==> src/rtl/core/pcrt_pkg.sv <==
// shared types and constants for the pixel contrast and red tint block
package pcrt_pkg;

    localparam int CHAN_W    = 8;
    localparam int PCT_W     = 7;
    localparam int PROD_W    = 15;
    localparam int QUOT_W    = 9;
    localparam int CFG_IDX_W = 2;
    localparam int CFG_DAT_W = 8;

    // division by one hundred as multiply by reciprocal, exact for products below 2^15
    localparam int RECIP_W     = 13;
    localparam int RECIP_SHIFT = 19;
    localparam logic [RECIP_W-1:0] RECIP_100 = 13'd5243;

    localparam logic [PROD_W-1:0] CEIL_BIAS = 15'd99;
    localparam logic [CHAN_W-1:0] CHAN_MAX  = 8'd255;

    localparam logic [CFG_IDX_W-1:0] CFG_FILTER_MODE = 2'd0;
    localparam logic [CFG_IDX_W-1:0] CFG_PERCENT     = 2'd1;
    localparam logic [CFG_IDX_W-1:0] CFG_MID_LEVEL   = 2'd2;

    localparam logic MODE_CONTRAST = 1'b0;
    localparam logic MODE_RED_TINT = 1'b1;

    localparam logic [CHAN_W-1:0] MID_LEVEL_RST = 8'd127;

    // one channel between the multiply stage and the result stage
    typedef struct packed {
        logic [CHAN_W-1:0] value;
        logic [PROD_W-1:0] prod;
        logic              grow;
    } t_chan_prod;

endpackage

==> src/rtl/core/pcrt_chan_mul.sv <==
// per-channel product of value and percent, biased for rounding up when shrinking
module pcrt_chan_mul (
    input  logic [pcrt_pkg::CHAN_W-1:0] i_value,
    input  logic [pcrt_pkg::PCT_W-1:0]  i_percent,
    input  logic                        i_grow,
    output pcrt_pkg::t_chan_prod        o_prod
);
    import pcrt_pkg::*;

    logic [PROD_W-1:0] w_prod;

    assign w_prod = PROD_W'(i_value) * PROD_W'(i_percent);

    always_comb begin
        o_prod.value = i_value;
        o_prod.grow  = i_grow;
        // ceil(x/100) is floor((x+99)/100)
        o_prod.prod  = i_grow ? w_prod : w_prod + CEIL_BIAS;
    end

endmodule

==> src/rtl/core/pcrt_chan_out.sv <==
// per-channel divide by one hundred and saturating grow or shrink
module pcrt_chan_out (
    input  pcrt_pkg::t_chan_prod        i_prod,
    output logic [pcrt_pkg::CHAN_W-1:0] o_value
);
    import pcrt_pkg::*;

    localparam int FULL_W = PROD_W + RECIP_W;

    logic [FULL_W-1:0] w_full;
    logic [QUOT_W-1:0] w_quot;
    logic [QUOT_W:0]   w_sum;

    assign w_full = FULL_W'(i_prod.prod) * FULL_W'(RECIP_100);
    assign w_quot = w_full[RECIP_SHIFT +: QUOT_W];
    assign w_sum  = (QUOT_W+1)'(i_prod.value) + (QUOT_W+1)'(w_quot);

    always_comb begin
        if (i_prod.grow) begin
            o_value = (w_sum > (QUOT_W+1)'(CHAN_MAX)) ? CHAN_MAX : w_sum[CHAN_W-1:0];
        end else begin
            o_value = (w_quot >= QUOT_W'(i_prod.value)) ? '0
                    : i_prod.value - w_quot[CHAN_W-1:0];
        end
    end

endmodule

==> src/rtl/core/pixel_contrast_and_red_tint.sv <==
// top level of the pixel contrast and red tint filter
//
// input channel: i_valid / o_ready with one bgr pixel word per handshake
// output channel: o_valid / i_ready with the adjusted bgr word
// config port: i_cfg_we, i_cfg_idx, i_cfg_data; 0 filter mode, 1 percent,
// 2 mid level; writes to other indexes are dropped, write only while idle
// three register stages: input capture, channel products, result
// a word accepted passes the capture and product registers before the result register offers it
// throughput: one word per cycle unless the receiver stalls, set by the
// three-stage pipeline with one multiplier per channel per stage
// o_ready is high whenever the output register is empty or taken this cycle,
// so a stalled receiver backs the pipe up one stage at a time
// reset clears all stage valid bits and loads filter mode 0, percent 0,
// mid level 127; output data holds while o_valid waits for i_ready
module pixel_contrast_and_red_tint (
    input  logic                             i_clk,
    input  logic                             i_rst_n,
    input  logic                             i_cfg_we,
    input  logic [pcrt_pkg::CFG_IDX_W-1:0]   i_cfg_idx,
    input  logic [pcrt_pkg::CFG_DAT_W-1:0]   i_cfg_data,
    input  logic                             i_valid,
    output logic                             o_ready,
    input  logic [pcrt_pkg::CHAN_W-1:0]      i_blue_in,
    input  logic [pcrt_pkg::CHAN_W-1:0]      i_green_in,
    input  logic [pcrt_pkg::CHAN_W-1:0]      i_red_in,
    output logic                             o_valid,
    input  logic                             i_ready,
    output logic [pcrt_pkg::CHAN_W-1:0]      o_blue_out,
    output logic [pcrt_pkg::CHAN_W-1:0]      o_green_out,
    output logic [pcrt_pkg::CHAN_W-1:0]      o_red_out
);
    import pcrt_pkg::*;

    localparam int SUM_W = CHAN_W + 2;

    // configuration registers
    logic              r_filter_mode;
    logic [PCT_W-1:0]  r_percent;
    logic [CHAN_W-1:0] r_mid_level;

    // stage valid bits
    logic r_v1, r_v2, r_v3;
    logic w_en1, w_en2, w_en3;

    // stage 1: captured pixel
    logic [CHAN_W-1:0] r_blue1, r_green1, r_red1;

    // stage 2: products
    t_chan_prod r_blue2, r_green2, r_red2;
    t_chan_prod n_blue2, n_green2, n_red2;

    // stage 3: results
    logic [CHAN_W-1:0] r_blue3, r_green3, r_red3;
    logic [CHAN_W-1:0] n_blue3, n_green3, n_red3;

    logic [SUM_W-1:0] w_sum;
    logic [SUM_W-1:0] w_thresh;
    logic             w_bright;
    logic             w_grow_rg;   // grow flag for red
    logic             w_grow_gb;   // grow flag for green and blue

    // a stage moves when the one after it is empty or moving
    assign w_en3   = !r_v3 || i_ready;
    assign w_en2   = !r_v2 || w_en3;
    assign w_en1   = !r_v1 || w_en2;
    assign o_ready = w_en1;

    always_ff @(posedge i_clk) begin
        if (!i_rst_n) begin
            r_filter_mode <= MODE_CONTRAST;
            r_percent     <= '0;
            r_mid_level   <= MID_LEVEL_RST;
        end else if (i_cfg_we) begin
            case (i_cfg_idx)
                CFG_FILTER_MODE: r_filter_mode <= i_cfg_data[0];
                CFG_PERCENT:     r_percent     <= i_cfg_data[PCT_W-1:0];
                CFG_MID_LEVEL:   r_mid_level   <= i_cfg_data;
                default: ;
            endcase
        end
    end

    always_ff @(posedge i_clk) begin
        if (!i_rst_n) begin
            r_v1 <= 1'b0;
            r_v2 <= 1'b0;
            r_v3 <= 1'b0;
        end else begin
            if (w_en1) r_v1 <= i_valid;
            if (w_en2) r_v2 <= r_v1;
            if (w_en3) r_v3 <= r_v2;
        end
    end

    // floor(sum/3) > mid is the same as sum > 3*mid + 2
    assign w_sum    = SUM_W'(r_blue1) + SUM_W'(r_green1) + SUM_W'(r_red1);
    assign w_thresh = SUM_W'(r_mid_level) * SUM_W'(3) + SUM_W'(2);
    assign w_bright = w_sum > w_thresh;

    always_comb begin
        case (r_filter_mode)
            MODE_CONTRAST: begin
                w_grow_rg = w_bright;
                w_grow_gb = w_bright;
            end
            MODE_RED_TINT: begin
                w_grow_rg = 1'b1;
                w_grow_gb = 1'b0;
            end
            default: begin
                w_grow_rg = 1'b0;
                w_grow_gb = 1'b0;
            end
        endcase
    end

    pcrt_chan_mul u_mul_blue (
        .i_value(r_blue1), .i_percent(r_percent), .i_grow(w_grow_gb), .o_prod(n_blue2)
    );
    pcrt_chan_mul u_mul_green (
        .i_value(r_green1), .i_percent(r_percent), .i_grow(w_grow_gb), .o_prod(n_green2)
    );
    pcrt_chan_mul u_mul_red (
        .i_value(r_red1), .i_percent(r_percent), .i_grow(w_grow_rg), .o_prod(n_red2)
    );

    pcrt_chan_out u_out_blue  (.i_prod(r_blue2),  .o_value(n_blue3));
    pcrt_chan_out u_out_green (.i_prod(r_green2), .o_value(n_green3));
    pcrt_chan_out u_out_red   (.i_prod(r_red2),   .o_value(n_red3));

    // payload registers, no reset
    always_ff @(posedge i_clk) begin
        if (w_en1) begin
            r_blue1  <= i_blue_in;
            r_green1 <= i_green_in;
            r_red1   <= i_red_in;
        end
        if (w_en2) begin
            r_blue2  <= n_blue2;
            r_green2 <= n_green2;
            r_red2   <= n_red2;
        end
        if (w_en3) begin
            r_blue3  <= n_blue3;
            r_green3 <= n_green3;
            r_red3   <= n_red3;
        end
    end

    assign o_valid     = r_v3;
    assign o_blue_out  = r_blue3;
    assign o_green_out = r_green3;
    assign o_red_out   = r_red3;

endmodule

==> config.mk <==
export PLATFORM = sky130hd
export DESIGN_NAME = pixel_contrast_and_red_tint
export DESIGN_NICKNAME = d
export VERILOG_FILES = /design/src/rtl/core/pcrt_pkg.sv /design/src/rtl/core/pcrt_chan_mul.sv /design/src/rtl/core/pcrt_chan_out.sv /design/src/rtl/core/pixel_contrast_and_red_tint.sv
export SDC_FILE = /design/constraint.sdc
export NUM_CORES = 1
export LEC_CHECK = 0
export BUFFER_PORTS_ARGS = -buffer_cell sky130_fd_sc_hd__buf_2
export CAP_MARGIN = 20
export CORE_ASPECT_RATIO = 0.9
export CORE_MARGIN = 2
export CORE_UTILIZATION = 50
export DETAILED_ROUTE_END_ITERATION = 7
export GPL_TIMING_DRIVEN = 0
export PLACE_DENSITY = 0.66
export SYNTH_ARGS = -nofsm -noshare
export SYNTH_HDL_FRONTEND = slang
export SYNTH_SLANG_ARGS = --single-unit
export TNS_END_PERCENT = 50
==> constraint.sdc <==
create_clock -name i_clk -period 12.7 [get_ports i_clk]
set_input_delay 1.905 -clock i_clk [delete_from_list [all_inputs] [get_ports i_clk]]
set_output_delay 1.905 -clock i_clk [all_outputs]
set_load 0.03 [all_outputs]
=== Yosys cells after proc, flatten, opt, wreduce, memory -nomap -nowiden ===
Index checks and enable logic that the tools add are counted.

* Register bits: 138
* Bits of input ports: 39
* Word-level logic and storage cells: 73

* $add $sub $neg: 12
* Multipliers: 7
* Magnitude comparators: 7
* Equal/unequal tests: 2
* Multiplexer cells: 14
* Bitwise gates (word level): 1
* Reductions and logical operators: 10

{| class="wikitable"
|+ Operators with widths
! kind !! number
|-
| 15-bit by 13-bit multiplier with 28-bit output (second input constant) || 3
|-
| 8-bit 2-to-1 mux || 9
|-
| 15-bit by 7-bit adder with 15-bit output (second input constant) || 3
|-
| 8-bit by 7-bit multiplier with 15-bit output || 3
|-
| 15-bit 2-to-1 mux || 3
|-
| 8-bit by 9-bit adder with 10-bit output || 3
|-
| 10-bit by 8-bit greater-than comparator with 1-bit output (second input constant) || 3
|-
| 9-bit by 8-bit >= comparator with 1-bit output || 3
|-
| 8-bit subtractor || 3
|-
| 10-bit by 2-bit adder with 10-bit output (second input constant) || 1
|-
| 9-bit by 8-bit adder with 10-bit output || 1
|-
| 10-bit greater-than comparator || 1
|-
| 8-bit by 2-bit multiplier with 10-bit output (second input constant) || 1
|-
| 8-bit by 8-bit adder with 9-bit output || 1
|-
| 2-bit AND reduction || 3
|-
| 1-bit one-hot mux with 2 select lines || 2
|-
| 1-bit zero test || 3
|-
| 1-bit logical OR || 3
|-
| 2-bit by 1-bit equality test with 1-bit output (second input constant) || 1
|-
| 2-bit equality test (second input constant) || 1
|-
| 2-bit zero test || 1
|-
| 1-bit inverter || 1
|}

=== Longest topological paths before layout ===
* Depth in word-level cells: 5
* Depth in mapped cells: 31
* Depth with buffers taken out: 31

=== Modules after synthesis ===
From an unflattened synthesis, not the netlist that was laid out.

* Cells, all modules: 2623
* Area total of the unflattened synthesis: 25877.3 µm²

{| class="wikitable"
|+ By module, submodules not included
! module !! times used !! cells an instance !! area each (µm²)
|-
| pixel_contrast_and_red_tint || 1 || 328 || 5449.0
|-
| pcrt_chan_out (u_out_red) || 1 || 526 || 4707.0
|-
| pcrt_chan_out (u_out_green) || 1 || 517 || 4680.7
|-
| pcrt_chan_out (u_out_blue) || 1 || 486 || 4513.1
|-
| pcrt_chan_mul (u_mul_blue ...) || 2 || 256 || 2157.1
|-
| pcrt_chan_mul (u_mul_green) || 1 || 254 || 2213.4
|}

=== Worst setup path after synthesis ===
Ideal clock, no wire load.

* Kind: reg2reg
* Start: register r_blue2[9] in the netlist's numbering
* End: register r_blue3[2] (netlist: o_blue_out[2]) (data pin)
* Setup time: 266 ps
* Arrival: 6467 ps
* Required time: 12434 ps
* Slack: 5967 ps
* Cell stages (with the launch flop): 27
* Buffers on the path: 0
* Period minus slack after synthesis: 6733 ps
* Cell sequence: edfxtp_1 ha_1 fa_1 fa_1 inv_1 fa_1 inv_1 fa_1 ha_1 nand3_1 a21oi_1 a2111oi_2 o21ai_0 and2_1 a21boi_0 xnor2_1 inv_1 fa_1 o21bai_1 a21oi_1 nor2_1 o21ai_0 a221o_1 nor4_1 mux2i_1 nand3_1 or3b_1

* Cells in the longest elaborated chain, start to end: 5
* Elaborated cells on any way between the ends: 8
* Classes of those cells: add/sub (2); mul (1); order compare (2); mux (3)

{| class="wikitable"
|+ Ends and longest elaborated chain
! element !! line !! source
|-
| start, declared || pixel_contrast_and_red_tint.sv:49 || <nowiki>t_chan_prod r_blue2, r_green2, r_red2;</nowiki>
|-
| start signal, assigned || pixel_contrast_and_red_tint.sv:139 || <nowiki>r_blue2 <= n_blue2;</nowiki>
|-
| 15-bit by 13-bit multiplier with 28-bit output * || pcrt_chan_out.sv:14 || <nowiki>assign w_full = FULL_W'(i_prod.prod) * FULL_W'(RECIP_100);</nowiki>
|-
| 8-bit by 9-bit adder with 10-bit output || pcrt_chan_out.sv:16 || <nowiki>assign w_sum = (QUOT_W+1)'(i_prod.value) + (QUOT_W+1)'(w_quot);</nowiki>
|-
| 10-bit by 8-bit greater-than comparator with 1-bit output || pcrt_chan_out.sv:20 || <nowiki>o_value = (w_sum > (QUOT_W+1)'(CHAN_MAX)) ? CHAN_MAX : w_sum[CHAN_W-1:0];</nowiki>
|-
| 8-bit 2-to-1 mux || pcrt_chan_out.sv:20 ||
|-
| 8-bit 2-to-1 mux * || pcrt_chan_out.sv:19 || <nowiki>if (i_prod.grow) begin</nowiki>
|-
| named net n_blue3[2] || pixel_contrast_and_red_tint.sv:54 || <nowiki>logic [CHAN_W-1:0] n_blue3, n_green3, n_red3;</nowiki>
|-
| end signal, assigned || pixel_contrast_and_red_tint.sv:144 || <nowiki>r_blue3 <= n_blue3;</nowiki>
|-
| end, declared || pixel_contrast_and_red_tint.sv:53 || <nowiki>logic [CHAN_W-1:0] r_blue3, r_green3, r_red3;</nowiki>
|}

Mark *: on every way through the listed nets, which the timed path passes. The rest lies on a longest branch.
A chain may end at the register's enable or synchronous reset.

=== Worst setup path in the final report ===
* Start: register r_blue2[5] in the netlist's numbering
* End: register r_blue3[2] (netlist: o_blue_out[2]) (data pin)

Same word-level chain as after synthesis.

==> reports/qor.txt <==
reg2reg setup slack - 4910 ps
FF-to-FF path depth - 28
register bit total from synthesis - 138
Critical Path AT - 8010 ps
RSZ-0062 raised after global routing - no
Hold Path Cell Cnt - 2
synth unique cells - 74
total gr overflow - 0
pin count of the biggest net entering global routing - 48
initial antenna violation count - 0
CTS HTree Levels - 4
Top FF cell, synth - edfxtp_1
Clock Pin Slew Worst Setup and Hold Paths - 60 ps
share of cells above drive strength 1 - 4.496%
final hold vios - 0
hold-fix buffers at CTS - 0
fmax - 128.4 MHz
# clock sinks - 138
CP Buf/Inv Count - 5
initial core utilization - 50.73%
crit start category - flop
first-pass GRT wire length - 91,020 um
MaxCap Viol Count - 0
Die Width - 239.6 um
Crit. End Element - flop
family with the most delay on the worst path - adder cells
status - complete, no violations
routed vias/inst - 5.268
sequential area share after synthesis - 15.83%
Min-Delay Endpoint - r_mid_level[5]
antenna cells - 0
Post-DRT Antenna Nets - 0
Skew-Pair Late Insertion Delay - 480 ps
Tmin final - 7788 ps
final core utilization - 54.44%
gpl congestion - 0.9427
fillers - 4,400
port bufs - 63
Slew Viols, Final - 0
clock skew - 9.006 ps
CP Class - reg -> reg
Slew HR - 35.07%
Layout Nets - 3,514
I/O pins - 65
Tot GR Track Use - 22.18%
Post-Synth Adder-Cell Area - 50.35%
CTS tree - built
hold path start - r_mid_level[5]
reg2reg start - r_blue2[5]
Post-CTS Resized - 0
detailed-route via count - 17.60k
TritonCTS Buffers - 17
Worst Path Required - 12,920 ps
die area - 51,750 sq um
post-route DRC violation count - 0
CP max FO - 4
CP peak stage delay - 600 ps
Tcrit/Tclk final - 61.32%
HPWL Detailed - 45,620 um
CP Launch Point - r_blue2[5]
r2r endpoint - o_blue_out[2]
main combinational cell family by area after synthesis - adder cells
complex-gate fraction of the synthesized area - 9.439%
syn_nets - 3,430
Mean Syn Cell Area - 9.709 sq um
root buf cell - clkbuf_16
num rows - 77
TritonRoute pass-1 iters - 5
number of DRC markers in iteration 0 - 911
vias in the first global route - 18.65k
final wirelength - 53,520 um
Mapped Cells - 2,572
asr flop ratio synth - 0%
Warnings, synthesis - 0
Core Region - 49,230 sq um
setup bufs post-CTS - 0
slew at the pin with the worst max-slew slack - 965.6 ps
Area growth syn-to-layout - 7.315%
Synth Cell Area - 24,970 sq um
mux contribution to synthesized area - 0.5712%
routed len/inst - 16.02 um
Post-Synth XOR/XNOR Area - 4.564%
Die Y - 216.0 um
EDFF count, synth - 119
Synth Area in Simple Gates - 9.740%
clk buf depth - 2
Setup TNS Final - 0 ps
Crit-path slowest cell - a2111oi_2
Worst Hold Class - reg -> reg
Final Setup Violations - 0
-- layout by cell type, fill, tap and decap left out, types with 7 or more instances in the layout --
master and instances:
nand4_1 14, clkbuf_16 19, xor2_1 51, or3_1 13
nor3_1 21, a221o_1 10, fa_1 310, a21boi_0 9
a21oi_1 101, xnor2_1 76, a21o_1 34, nor2b_1 25
buf_2 63, edfxtp_1 119, clkbuf_1 36, o221ai_1 10
o21ai_0 64, o21bai_1 23, dfxtp_1 19, nand2_1 169
mux2i_1 12, inv_1 594, and2_1 67, nor4_1 9
nor2_1 77, o211ai_1 14, nand2b_1 21, nor3b_1 7
ha_1 509, nand3_1 33, and3_1 8, o21a_1 20
-- routing by layer --
layer	part of all wire [%]	GRT usage (%)	vias to the layer above
met5	0	0	-
met4	1.9	6.146	0
met3	4.3	3.658	67
met2	46	36.31	346
met1	47	30.38	8611
li1	-	-	8571
-- cell type report --
class                      count  area, sq um  area share (%)
multi-input combinational   1803        18660           69.62
sequential                   138         3954           14.75
inverter                     595         2233           8.334
tap                          671        839.6           3.133
clock buffer                  22        506.7           1.891
timing repair buffer          65        370.4           1.382
buffer                        36        138.9          0.5182
clock inverter                10        97.59          0.3642
-- sequential cells by signal (all words and copies together) (netlist names), 7 cells and up --
name,flops
o_red_out,8
r_green1,8
r_mid_level,8
o_green_out,8
r_green2,24
r_percent,7
r_blue2,23
o_blue_out,8
r_blue1,8
r_red1,8
r_red2,24
-- cell usage after synthesis (35+ instances only) --
cell type	number	share of area [%]
o21ai_0	64	1.3
nand2_1	170	2.6
inv_1	594	8.9
edfxtp_1	119	14
and2_1	67	1.7
xor2_1	51	1.8
ha_1	509	26
clkbuf_1	35	0.53
nor2_1	77	1.2
fa_1	310	25
a21oi_1	101	2.0
xnor2_1	76	2.7
-- stage by stage --
step	instance area, sq um	cells	hold slack (ps)	setup WS [ps]
2_1_floorplan	24970	2572	459.2	5967
3_3_place_gp	26130	3306	466.0	4999
3_5_place_dp	26200	3308	494.2	4978
4_1_cts	26800	3340	502.7	4926
5_1_grt	26800	3340	549.0	4347
6_report	26800	3340	494.9	4912
-- worst reg2reg max path: cells and delay by family, from the launching register on --
kind / cells / cell delay [ps]
fa+ha+maj: 7 / 3070
buf+inv: 5 / 490
xor+xnor: 1 / 300
compound gates: 8 / 1820
simple gates: 6 / 1160
mux: 1 / 200
flops: 1 / 490
-- how the worst max path moves through the flow --
stage / depth (start not counted) / end / slack (ps)
4_1_cts: 29 / o_green_out[7] / 4930
6_report: 28 / o_blue_out[2] / 4910
3_5_place_dp: 29 / o_green_out[7] / 4980
2_1_floorplan: 26 / o_blue_out[2] / 5970
3_3_place_gp: 29 / o_green_out[7] / 5000
5_1_grt: 28 / o_blue_out[2] / 4350
-- cells by family after synthesis --
| logic type | count (synthesis) |
|---|---|
| buffers and inverters | 631 |
| adders and majority gates | 819 |
| muxes | 14 |
| AOI/OAI and AO/OA | 353 |
| and+or+nand+nor | 489 |
| xor gates and xnor gates | 128 |
| DFF | 138 |
Power is not shown: default switching activity piles up to over one toggle a cycle in this logic, so the estimate is an artifact.
